`src/sdas_pkg.sv`:
```
`timescale 1ns / 1ps

package sdas_pkg;

    localparam int unsigned VALUE_W = 32;
    localparam int unsigned CHAR_W  = 8;
    localparam int unsigned DIGITS  = 10;
    localparam int unsigned BCD_W   = 4 * DIGITS;

    localparam logic [CHAR_W-1:0] CH_ZERO    = 8'd48;
    localparam logic [CHAR_W-1:0] CH_MINUS   = 8'd45;
    localparam logic [CHAR_W-1:0] CH_NEWLINE = 8'd10;

    // commands from the sequencer to the converter
    typedef struct packed {
        logic start;
        logic shift_digit;
    } sdas_cmd_t;

    // converter status back to the sequencer
    typedef struct packed {
        logic       done;
        logic [3:0] top_digit;
    } sdas_stat_t;

endpackage

```
`src/sdas_dabble.sv`:
```
`timescale 1ns / 1ps

module sdas_dabble
    import sdas_pkg::*;
(
    input  logic               clk,
    input  logic               rst_n,
    input  sdas_cmd_t          cmd,
    input  logic [VALUE_W-1:0] mag,
    output sdas_stat_t         stat
);

    logic [VALUE_W-1:0] bin_reg, bin_next;
    logic [BCD_W-1:0]   bcd_reg, bcd_next;
    logic [5:0]         cnt_reg, cnt_next;
    logic               busy_reg, busy_next;
    logic               done_reg, done_next;
    logic [BCD_W-1:0]   bcd_adj;

    function automatic logic [3:0] add3(input logic [3:0] d);
        add3 = (d >= 4'd5) ? d + 4'd3 : d;
    endfunction

    always_comb
    begin
        for (int i = 0; i < DIGITS; i++)
        begin
            bcd_adj[4*i +: 4] = add3(bcd_reg[4*i +: 4]);
        end
    end

    always_comb
    begin
        bin_next  = bin_reg;
        bcd_next  = bcd_reg;
        cnt_next  = cnt_reg;
        busy_next = busy_reg;
        done_next = 1'b0;
        if (cmd.start)
        begin
            bin_next  = mag;
            bcd_next  = '0;
            cnt_next  = 6'(VALUE_W);
            busy_next = 1'b1;
        end
        else if (busy_reg)
        begin
            // one add-3 pass and one shift per bit, MSB first
            bcd_next = {bcd_adj[BCD_W-2:0], bin_reg[VALUE_W-1]};
            bin_next = {bin_reg[VALUE_W-2:0], 1'b0};
            cnt_next = cnt_reg - 6'd1;
            if (cnt_reg == 6'd1)
            begin
                busy_next = 1'b0;
                done_next = 1'b1;
            end
        end
        else if (cmd.shift_digit)
        begin
            bcd_next = {bcd_reg[BCD_W-5:0], 4'd0};
        end
    end

    always_ff @(posedge clk or negedge rst_n)
    begin
        if (!rst_n)
        begin
            cnt_reg  <= '0;
            busy_reg <= 1'b0;
            done_reg <= 1'b0;
        end
        else
        begin
            cnt_reg  <= cnt_next;
            busy_reg <= busy_next;
            done_reg <= done_next;
        end
    end

    always_ff @(posedge clk)
    begin
        bin_reg <= bin_next;
        bcd_reg <= bcd_next;
    end

    assign stat.done      = done_reg;
    assign stat.top_digit = bcd_reg[BCD_W-1 -: 4];

endmodule

```
`src/signed_int_to_decimal_ascii_core.sv`:
```
`timescale 1ns / 1ps
// After accept, the converter runs its conversion, then emits the sign word
// (negative values only), the 10 digit positions in turn (leading zeros are
// skipped without output) and last the newline word. Output stalls hold
// the flow; a new value is taken only after the closing newline is issued.
// rst_n is asynchronous, active low, and clears all control state.

module signed_int_to_decimal_ascii_core
    import sdas_pkg::*;
(
    input  logic                     clk,
    input  logic                     rst_n,
    input  logic                     value_valid,
    output logic                     value_ready,
    input  logic signed [VALUE_W-1:0] value,
    output logic                     result_valid,
    input  logic                     result_ready,
    output logic [CHAR_W-1:0]        character,
    output logic                     last
);

    typedef enum logic [2:0] {
        S_IDLE,
        S_CONV,
        S_SIGN,
        S_DIGIT,
        S_NL
    } state_t;

    state_t             state_reg, state_next;
    logic               neg_reg, neg_next;
    logic               started_reg, started_next;
    logic [3:0]         left_reg, left_next;
    logic               valid_reg, valid_next;
    logic [CHAR_W-1:0]  char_reg, char_next;
    logic               last_reg, last_next;

    sdas_cmd_t          cmd;
    sdas_stat_t         stat;
    logic [VALUE_W-1:0] mag;
    logic               out_free;
    logic               emit;

    assign value_ready = (state_reg == S_IDLE);
    assign mag = value[VALUE_W-1] ? VALUE_W'(-value) : VALUE_W'(value);
    assign out_free = !valid_reg || result_ready;

    sdas_dabble u_dabble (
        .clk   (clk),
        .rst_n (rst_n),
        .cmd   (cmd),
        .mag   (mag),
        .stat  (stat)
    );

    always_comb
    begin
        state_next       = state_reg;
        neg_next         = neg_reg;
        started_next     = started_reg;
        left_next        = left_reg;
        char_next        = char_reg;
        last_next        = last_reg;
        emit             = 1'b0;
        cmd.start        = 1'b0;
        cmd.shift_digit  = 1'b0;
        unique case (state_reg)
            S_IDLE:
            begin
                if (value_valid)
                begin
                    neg_next   = value[VALUE_W-1];
                    cmd.start  = 1'b1;
                    state_next = S_CONV;
                end
            end
            S_CONV:
            begin
                if (stat.done)
                begin
                    left_next    = 4'(DIGITS);
                    started_next = 1'b0;
                    state_next   = neg_reg ? S_SIGN : S_DIGIT;
                end
            end
            S_SIGN:
            begin
                if (out_free)
                begin
                    emit       = 1'b1;
                    char_next  = CH_MINUS;
                    last_next  = 1'b0;
                    state_next = S_DIGIT;
                end
            end
            S_DIGIT:
            begin
                if (!started_reg && stat.top_digit == 4'd0 && left_reg != 4'd1)
                begin
                    // leading zero
                    cmd.shift_digit = 1'b1;
                    left_next       = left_reg - 4'd1;
                end
                else if (out_free)
                begin
                    emit            = 1'b1;
                    char_next       = CH_ZERO + CHAR_W'(stat.top_digit);
                    last_next       = 1'b0;
                    started_next    = 1'b1;
                    cmd.shift_digit = 1'b1;
                    left_next       = left_reg - 4'd1;
                    if (left_reg == 4'd1)
                    begin
                        state_next = S_NL;
                    end
                end
            end
            S_NL:
            begin
                if (out_free)
                begin
                    emit       = 1'b1;
                    char_next  = CH_NEWLINE;
                    last_next  = 1'b1;
                    state_next = S_IDLE;
                end
            end
            default:
            begin
                state_next = S_IDLE;
            end
        endcase

        if (emit)
        begin
            valid_next = 1'b1;
        end
        else if (result_ready)
        begin
            valid_next = 1'b0;
        end
        else
        begin
            valid_next = valid_reg;
        end
    end

    always_ff @(posedge clk or negedge rst_n)
    begin
        if (!rst_n)
        begin
            state_reg   <= S_IDLE;
            neg_reg     <= 1'b0;
            started_reg <= 1'b0;
            left_reg    <= '0;
            valid_reg   <= 1'b0;
        end
        else
        begin
            state_reg   <= state_next;
            neg_reg     <= neg_next;
            started_reg <= started_next;
            left_reg    <= left_next;
            valid_reg   <= valid_next;
        end
    end

    always_ff @(posedge clk)
    begin
        char_reg <= char_next;
        last_reg <= last_next;
    end

    assign result_valid = valid_reg;
    assign character    = char_reg;
    assign last         = last_reg;

endmodule

```
`config.mk`:
```
export PLATFORM = sky130hd
export DESIGN_NAME = signed_int_to_decimal_ascii_core
export DESIGN_NICKNAME = d
export VERILOG_FILES = /design/src/sdas_pkg.sv /design/src/sdas_dabble.sv /design/src/signed_int_to_decimal_ascii_core.sv
export SDC_FILE = /design/constraint.sdc
export NUM_CORES = 1
export LEC_CHECK = 0
export BUFFER_PORTS_ARGS = -buffer_cell sky130_fd_sc_hd__buf_2
export CAP_MARGIN = 20
export CORE_UTILIZATION = 55
export DETAILED_ROUTE_END_ITERATION = 8
export PLACE_DENSITY = 0.85
export SLEW_MARGIN = 5
export SYNTH_ARGS = -nofsm -noshare
export SYNTH_HDL_FRONTEND = slang
export SYNTH_HIERARCHICAL = 1
export SYNTH_SLANG_ARGS = --single-unit
```
`constraint.sdc`:
```
create_clock -name clk -period 2.3 [get_ports clk]
set_input_delay 0 -clock clk [delete_from_list [all_inputs] [get_ports clk]]
set_output_delay 0 -clock clk [all_outputs]
set_load 0.01 [all_outputs]
```
==> results.txt <==
Global-route wire length before repair -> 21.9 mm
PD cells -> 1210 nW/um^2
Detailed Routing Iterations Pass 1 -> 7
Slew HR -> 52.8%
Fin. Hold Viols -> 0
Via count -> 4,848
Final Slew Violations -> 0
Dpl cells -> 773
CP max stage cell -> dfrtp_1
CP peak stage delay -> 0.43 ns
Post-synthesis cell count -> 605
Top Family by Delay on Critical Path -> buffers and inverters
LEAKAGE -> 2.46 nW
Deepest clock path buffer count -> 2
Clock Tree Root -> clkbuf_8
CTS buffer count -> 9
Mean post-synth cell area -> 10.1 um^2
Maximum vdd drop -> 618 uV
Crit-path max FO -> 23
# DRC -> 2
Row cnt -> 38
Number of global-route vias before repair -> 4,761
Max reg flops -> 40
Most used cell, CP -> buf_4
Die Area -> 11,500 um^2
CTS H-tree depth -> 3
IO buf count -> 44
Gr usage total -> 24.2%
Fill cell count -> 842
Clock insertion delay at the later pin of the skew report -> 0.39 ns
Setup Viol. Count Final -> 0
Arr. time, crit path -> 2.44 ns
Initial Util -> 56.4%
DRT iter0 DRCs -> 421
Largest net degree at the start of global routing -> 43
DIE WIDTH -> 107 um
Fraction of registers with async set/reset -> 18.6%
Hold crit path type -> in -> reg
WS Path Type -> reg -> reg
Yosys warns -> 6
ANT cells -> 0
Critical Path Start Type -> register
Wirelength per Cell -> 16.5 um
Final Cycle Share -> 94.7%
Initial antenna violation count -> 0
Overflow after GRT -> 0
Detailed-route wire length -> 13.1 mm
Final GP Congestion -> 0.831
Worst Path Required -> 2.56 ns
Post-Syn Area -> 6080 um^2
Post-DP HPWL -> 9.06 mm
CTS tree -> built
Post-layout nets -> 708
Core area -> 10,800 um^2
Die height -> 107 um
Post-route ant nets -> 0
Unrepaired setup endpoints after global routing -> no
Final Instance Count excl. Fillers -> 792
Failing checks -> design-rule violations
CP Cell Sequence -> ha_1 -> or3b_4 -> nand3_2 -> a21oi_4 -> buf_4 -> buf_4 -> mux2i_1 -> o221ai_1
Yosys reg bits -> 97
Worst-path clk slew -> 0.09 ns
Max Cap Viol -> 0
Clock Skews -> 0.0111 ns
Status -> complete, but fails checks
Area delta synth->final -> 10.0%
Most used DFF post-synth -> dfxtp_1
Crit. End Element -> register
Setup Buffers After CTS -> 0
Via density -> 6.12
Final worst path period need -> 2.18 ns
Tot Pwr -> 8.13 mW
Max Fclk -> 459 MHz
Sequential share of the synthesized area -> 39.8%
Fraction of layout cells with a size suffix above 1 -> 23.6%
Actual slew at the worst max-slew pin -> 0.708 ns
Number of enable flip-flop cells after synthesis -> 39
Util after Layout -> 62.0%
CTS Sinks -> 97
Crit path buf inv count -> 2
I/O pin count -> 47
Yosys cell types -> 57
-- routing by layer --
metal  wire [um]  vias up  part of all wire, %  global-route usage [%]
met1        5590     2340                   43                    28.9
met5           0        -                    0                       0
met4         318        0                  2.4                    12.6
li1            -     2326                    -                       -
met2        6660      153                   51                    41.4
met3         509       29                  3.9                    4.19
-- worst reg2reg max path, cell delays in order (launching register included) --
cell      delay (ns)
dfrtp_1         0.43
ha_1            0.23
or3b_4          0.25
nand3_2         0.10
a21oi_4         0.19
buf_4           0.32
buf_4           0.21
mux2i_1         0.19
o221ai_1        0.13
-- power by group --
part	switching [mW]	internal, mW
combinational	1.95	1.68
clock	0.602	0.495
sequential	0.711	2.69
total	3.27	4.86
-- cell type report --
class                      instances  area [um^2]  share of cell area, %
tap                              140          175                   2.62
clock buffer                      10          128                   1.91
clock inverter                     6         58.8                  0.879
multi-input combinational        437         3320                   49.6
sequential                        97         2420                   36.2
timing repair buffer              71          472                   7.05
inverter                          31          116                   1.74
-- cell usage after synthesis (4+ instances only) --
master    number  area share [%]
mux2i_1       11             1.8
o21ai_0       22             1.8
a21oi_1       37             3.0
xnor2_1       32             4.6
a32oi_1        9             1.3
nand3_1        8            0.66
ha_1          25             5.1
mux2_2        41             7.6
nand4b_1      18             2.6
o311ai_1       7             1.0
o31ai_2        6             1.2
dfxtp_1       40              13
buf_2         13             1.1
buf_4         14             1.7
o21ai_1        6            0.49
edfxtp_1      39              19
o31ai_1        5            0.62
nor3_1        10            0.82
nand2b_1      17             1.7
a211oi_1      22             2.7
nor2_1        39             2.4
clkbuf_1       7            0.43
nor3b_1       20             2.5
or2_2          4            0.41
o41ai_2        7             1.9
nand2_1       37             2.3
o221ai_1      11             1.6
inv_1         31             1.9
dfrtp_1       18             7.4
nor4_1         5            0.51
-- cells in the final DEF, fill, tap and decap left out, types with 4 or more instances in the layout --
cell	netlist	layout
xnor2_1	32	32
o21ai_1	6	6
o31ai_1	5	5
nand2b_1	17	17
a32oi_1	9	9
dfxtp_1	40	40
mux2i_1	11	11
buf_2	13	44
nor3_1	10	10
a211oi_1	22	22
ha_1	25	25
a21oi_1	37	36
or2_2	4	4
o41ai_2	7	7
o221ai_1	11	11
dfrtp_1	18	17
nand4b_1	18	18
nand3_1	8	7
mux2_2	41	41
nor4_1	5	4
nand2_1	37	37
edfxtp_1	39	39
buf_4	14	20
o31ai_2	6	6
o311ai_1	7	7
nor3b_1	20	20
inv_1	31	31
clkbuf_8	0	9
nor2_1	39	38
o21ai_0	22	22
-- per-stage QoR --
step / cell area [um^2] / worst slack, ns / TNS (ns) / hold WS (ns)
6_report: 6690 / 0.121 / 0 / 0.0305
4_1_cts: 6670 / 0.00355 / 0 / 0.0145
2_1_floorplan: 6090 / 0.168 / 0 / -0.296
3_3_place_gp: 6450 / 0.0536 / 0 / -0.0561
5_1_grt: 6690 / 0.0102 / 0 / 0.0498
3_5_place_dp: 6450 / -0.0308 / -0.0573 / -0.0438
-- cell families after synthesis --
group	share of synthesized area (%)
AOI/OAI and AO/OA	17.6
and+or+nand+nor	16.8
buffers and inverters	6.21
adders and majority gates	5.14
DFF	39.8
xor gates and xnor gates	4.90
other	0.0617
muxes	9.40
-- repair_timing --
action,in CTS,in global routing
hold buffers,3,0
hold endpoints to repair,20,0
endpoints found under the setup margin,1,21
resized for setup,1,5
-- final timing paths --
| check | from | end | slack (ns) | cells after the start |
|---|---|---|---|---|
| worst max-delay path | left_reg[0] | u_dabble/bcd_reg[37] | 0.12 | 8 |
| worst min-delay path | value_valid | state_reg[0] | 0.03 | 5 |
| worst max register to register | left_reg[0] | u_dabble/bcd_reg[37] | 0.12 | 8 |
| worst min register to register | neg_reg | neg_reg | 0.52 | 1 |
| max in group asynchronous | rst_n | u_dabble/busy_reg | 1.91 | 2 |
| min in group asynchronous | rst_n | neg_reg | 0.07 | 2 |
Note: power is estimated with default switching activity, not from simulation.
